### src/rtl/tabms_div.sv
// ----------------------------------------------------------------------------
// tabms_div
// Restoring unsigned divider, one quotient bit per cycle.
// ----------------------------------------------------------------------------
module tabms_div #(
    parameter int DW = 38,
    parameter int NW = 5
) (
    input  logic          i_clk,
    input  logic          i_rst_n,
    input  logic          i_start,
    input  logic [DW-1:0] i_num,
    input  logic [NW-1:0] i_den,
    output logic          o_done,
    output logic [DW-1:0] o_quo
);

    localparam int CNT_W = $clog2(DW + 1);

    logic             r_busy;
    logic             r_done;
    logic [CNT_W-1:0] r_cnt;
    logic [NW-1:0]    r_rem;
    logic [NW-1:0]    r_den;
    logic [DW-1:0]    r_quo;
    logic [NW:0]      rem_sh;
    logic [NW:0]      rem_sub;
    logic             ge;

    assign rem_sh  = {r_rem, r_quo[DW-1]};
    assign rem_sub = rem_sh - {1'b0, r_den};
    assign ge      = rem_sh >= {1'b0, r_den};

    always_ff @(posedge i_clk) begin
        if (!i_rst_n) begin
            r_busy <= 1'b0;
            r_done <= 1'b0;
            r_cnt  <= '0;
        end else begin
            r_done <= 1'b0;
            if (i_start) begin
                r_busy <= 1'b1;
                r_cnt  <= CNT_W'(DW);
            end else if (r_busy) begin
                r_cnt <= r_cnt - 1'b1;
                if (r_cnt == CNT_W'(1)) begin
                    r_busy <= 1'b0;
                    r_done <= 1'b1;
                end
            end
        end
    end

    always_ff @(posedge i_clk) begin
        if (i_start) begin
            r_quo <= i_num;
            r_rem <= '0;
            r_den <= i_den;
        end else if (r_busy) begin
            r_rem <= ge ? rem_sub[NW-1:0] : rem_sh[NW-1:0];
            r_quo <= {r_quo[DW-2:0], ge};
        end
    end

    assign o_done = r_done;
    assign o_quo  = r_quo;

endmodule

### config.mk
export PLATFORM = sky130hd
export DESIGN_NAME = tabms_div
export DESIGN_NICKNAME = d
export VERILOG_FILES = /design/src/rtl/tabms_div.sv
export SDC_FILE = /design/constraint.sdc
export NUM_CORES = 1
export LEC_CHECK = 0
export CELL_PAD_IN_SITES_DETAIL_PLACEMENT = 0
export CELL_PAD_IN_SITES_GLOBAL_PLACEMENT = 2
export CORE_ASPECT_RATIO = 1.1
export CORE_MARGIN = 10
export CORE_UTILIZATION = 36
export CTS_CLUSTER_DIAMETER = 80
export DETAILED_ROUTE_END_ITERATION = 10
export DONT_BUFFER_PORTS = 1
export PLACE_DENSITY_LB_ADDON = 0.1
export SLEW_MARGIN = 20
export SYNTH_ARGS = -nofsm -noshare
export SYNTH_HDL_FRONTEND = slang
export SYNTH_SLANG_ARGS = --single-unit
### constraint.sdc
create_clock -name i_clk -period 2.5 [get_ports i_clk]
set_input_delay 0.25 -clock i_clk [delete_from_list [all_inputs] [get_ports i_clk]]
set_output_delay 0.25 -clock i_clk [all_outputs]
set_load 0.05 [all_outputs]
==> results.sh <==
export IMPL_syn_instance_count=178
export IMPL_yosysWarnings=0
export IMPL_clock_sinks=56
export IMPL_via_per_inst=5.32
export IMPL_ys_types=36
export IMPL_cts_path_max_buffers=2
export IMPL_powerDensity_nw_per_um2=785
export IMPL_post_route_period_util_pct=89.5
export IMPL_postCtsHoldBufs=0
export IMPL_nets=235
export IMPL_cts_made_buffers=5
export IMPL_synth_common_cells="edfxtp_1, mux2_2, dfxtp_1"
export IMPL_drv_slew=0
export IMPL_fin_hold_ws_ps=37.7
export IMPL_die_x_um=99.8
export IMPL_start_util_pct=37.6
export IMPL_vias=1410
export IMPL_avgSynthCellArea_um2=14.2
export IMPL_fmax_mhz=447
export IMPL_first_pass_iters=4
export IMPL_p_total_mw=2.13
export IMPL_grt_remaining_overflow=0
export IMPL_grt_pass1_vias=1532
export IMPL_relSlewSlack_pct=64.2
export IMPL_synth_most_common_cell="edfxtp_1"
export IMPL_area_growth_pct=7.69
export IMPL_cts_setup_buffers=0
export IMPL_synth_nets=232
export IMPL_clock_latency_ps=300
export IMPL_syn_area_um2=2520
export IMPL_hold_viol=0
export IMPL_synthFlopType="edfxtp_1"
export IMPL_leakage_nw=0.980
export IMPL_cap_violations=0
export IMPL_antenna_found_initial=1
export IMPL_ios=85
export IMPL_synth_seq_cells=56
export IMPL_dp_hpwl_um=3940
export IMPL_tns_ps=0
export IMPL_peakVddDrop_v=0.000281
export IMPL_io_buffers=0
export IMPL_cts_tree="yes"
export IMPL_synth_edf_count=43
export IMPL_track_usage_pct=9.95
export IMPL_remaining_drc_errors=0
export IMPL_drive_above_1_share_pct=27.5
export IMPL_path_max_fanout=6
export IMPL_drtIter0Drc=55
export IMPL_worst_setup_path_type="flip-flop to flip-flop"
export IMPL_finalClockSkew_ps=4.35
export IMPL_wl_um=5390
export IMPL_place_ws_ps=280
export IMPL_fillers=611
export IMPL_cts_htree_levels=2
export IMPL_ant_nets=0
export IMPL_die_height_um=108
export IMPL_num_rows=31
export IMPL_cts_resized=0
export IMPL_cts_root_buf="clkbuf_8"
export IMPL_period_needed_ps=2240
export IMPL_grt_pass1_wl_um=8410
export IMPL_wire_per_inst_um=20.3
export IMPL_worst_slack_ps=262
export IMPL_synth_top_area_share_pct=51.2
export IMPL_rsz0062_at_grt="false"
export IMPL_outcome="finished clean"
export IMPL_tightest_slew_ps=530
export IMPL_post_synth_top_area_cell="edfxtp_1"
export IMPL_die_area_um2=10800
export IMPL_arrival_ps=2300
export IMPL_critPathRequiredTime_ps=2560
export IMPL_coreArea_um2=6710
export IMPL_gp_congestion=0.783
export IMPL_yosys_top_cells_area="edfxtp_1, mux2_2, dfxtp_1"
export IMPL_synthArstFlopShare_pct=0
export IMPL_cts_clk_slew_worst_paths_ps=90
export IMPL_critPathLaunchType="flip-flop"
export IMPL_grt_max_degree=50
export IMPL_crit_path_end_kind="flip-flop"
export IMPL_finalSetupViolations=0
export IMPL_hp_class="primary input to flip-flop"
export IMPL_yosysSeqAreaShare_pct=61.5
[per-stage QoR]
stage               utilization [%]  instance area (um^2)  cells
floorplan                         -                  2520    178
global placement               39.2                  2630    256
detailed placement             39.2                  2630    256
CTS                            40.4                  2710    264
global route                   40.4                  2710    264
finish                         40.5                  2720    265
[state kept, by name, indices dropped and copies added (netlist names)]
name    flops
o_done      1
o_quo      38
r_busy      1
r_cnt       6
r_den       5
r_rem       5
[kinds of logic (layout without fill, tap and decap cells)]
| logic type | after synthesis | after routing | share of synthesized area (%) |
|---|---|---|---|
| other | 0 | 1 | 0 |
| buffers and inverters | 16 | 20 | 2.38 |
| and+or+nand+nor | 32 | 32 | 6.35 |
| AOI/OAI and AO/OA | 21 | 21 | 6.05 |
| DFF | 56 | 56 | 61.5 |
| xor gates and xnor gates | 7 | 7 | 2.43 |
| adders and majority gates | 8 | 8 | 4.27 |
| muxes | 38 | 38 | 17.0 |
[routing by layer]
metal	routed length, um	global-route usage (%)	vias to the layer above
met5	0	0	-
met4	108	3.89	0
met3	529	4.95	9
met2	2620	15.9	57
met1	2130	11.1	673
li1	-	-	671
[power breakdown]
group | leakage [nW] | total, mW | internal (mW) | switching (mW)
registers | 0.539 | 1.42 | 1.12 | 0.299
clock network | 0.0389 | 0.485 | 0.195 | 0.290
logic | 0.403 | 0.232 | 0.122 | 0.110
[cell usage in the layout, fill, tap and decap left out, drive strengths merged, types with 4 or more instances in the layout]
master | synthesis | routed
nor2 | 10 | 10
edfxtp | 43 | 43
inv | 9 | 9
ha | 7 | 7
nand2 | 9 | 9
o21ai | 5 | 5
clkbuf | 5 | 6
xnor2 | 4 | 4
dfxtp | 13 | 13
mux2 | 38 | 38
[critical path, stage by stage (launching register included)]
cell,delay (ps)
edfxtp_1,390
inv_1,70
ha_1,150
inv_1,50
fa_1,410
a211oi_1,220
nor2_1,150
or2_4,290
mux2_2,270
[layout make-up]
| cell class | instances | area [um^2] | area share [%] |
|---|---|---|---|
| Antenna cell | 1 | 2.50 | 0.0922 |
| Clock buffer | 6 | 72.6 | 2.67 |
| Clock inverter | 2 | 11.3 | 0.415 |
| Inverter | 10 | 37.5 | 1.38 |
| Multi-Input combinational cell | 106 | 910 | 33.5 |
| Sequential cell | 56 | 1550 | 57.1 |
| Tap cell | 82 | 103 | 3.78 |
| Timing Repair Buffer | 2 | 27.5 | 1.01 |
[path summary, 6_finish.rpt]
check                  from       end  slack [ps]  cells past startpoint
setup reg to reg  o_quo[37]  o_quo[0]         260                      8
hold / removal     i_den[3]  r_den[3]          40                      0
setup / recovery  o_quo[37]  o_quo[0]         260                      8
hold reg to reg    r_cnt[0]  r_cnt[0]         580                      2
No activity file was read; power rests on OpenSTA's default activity.
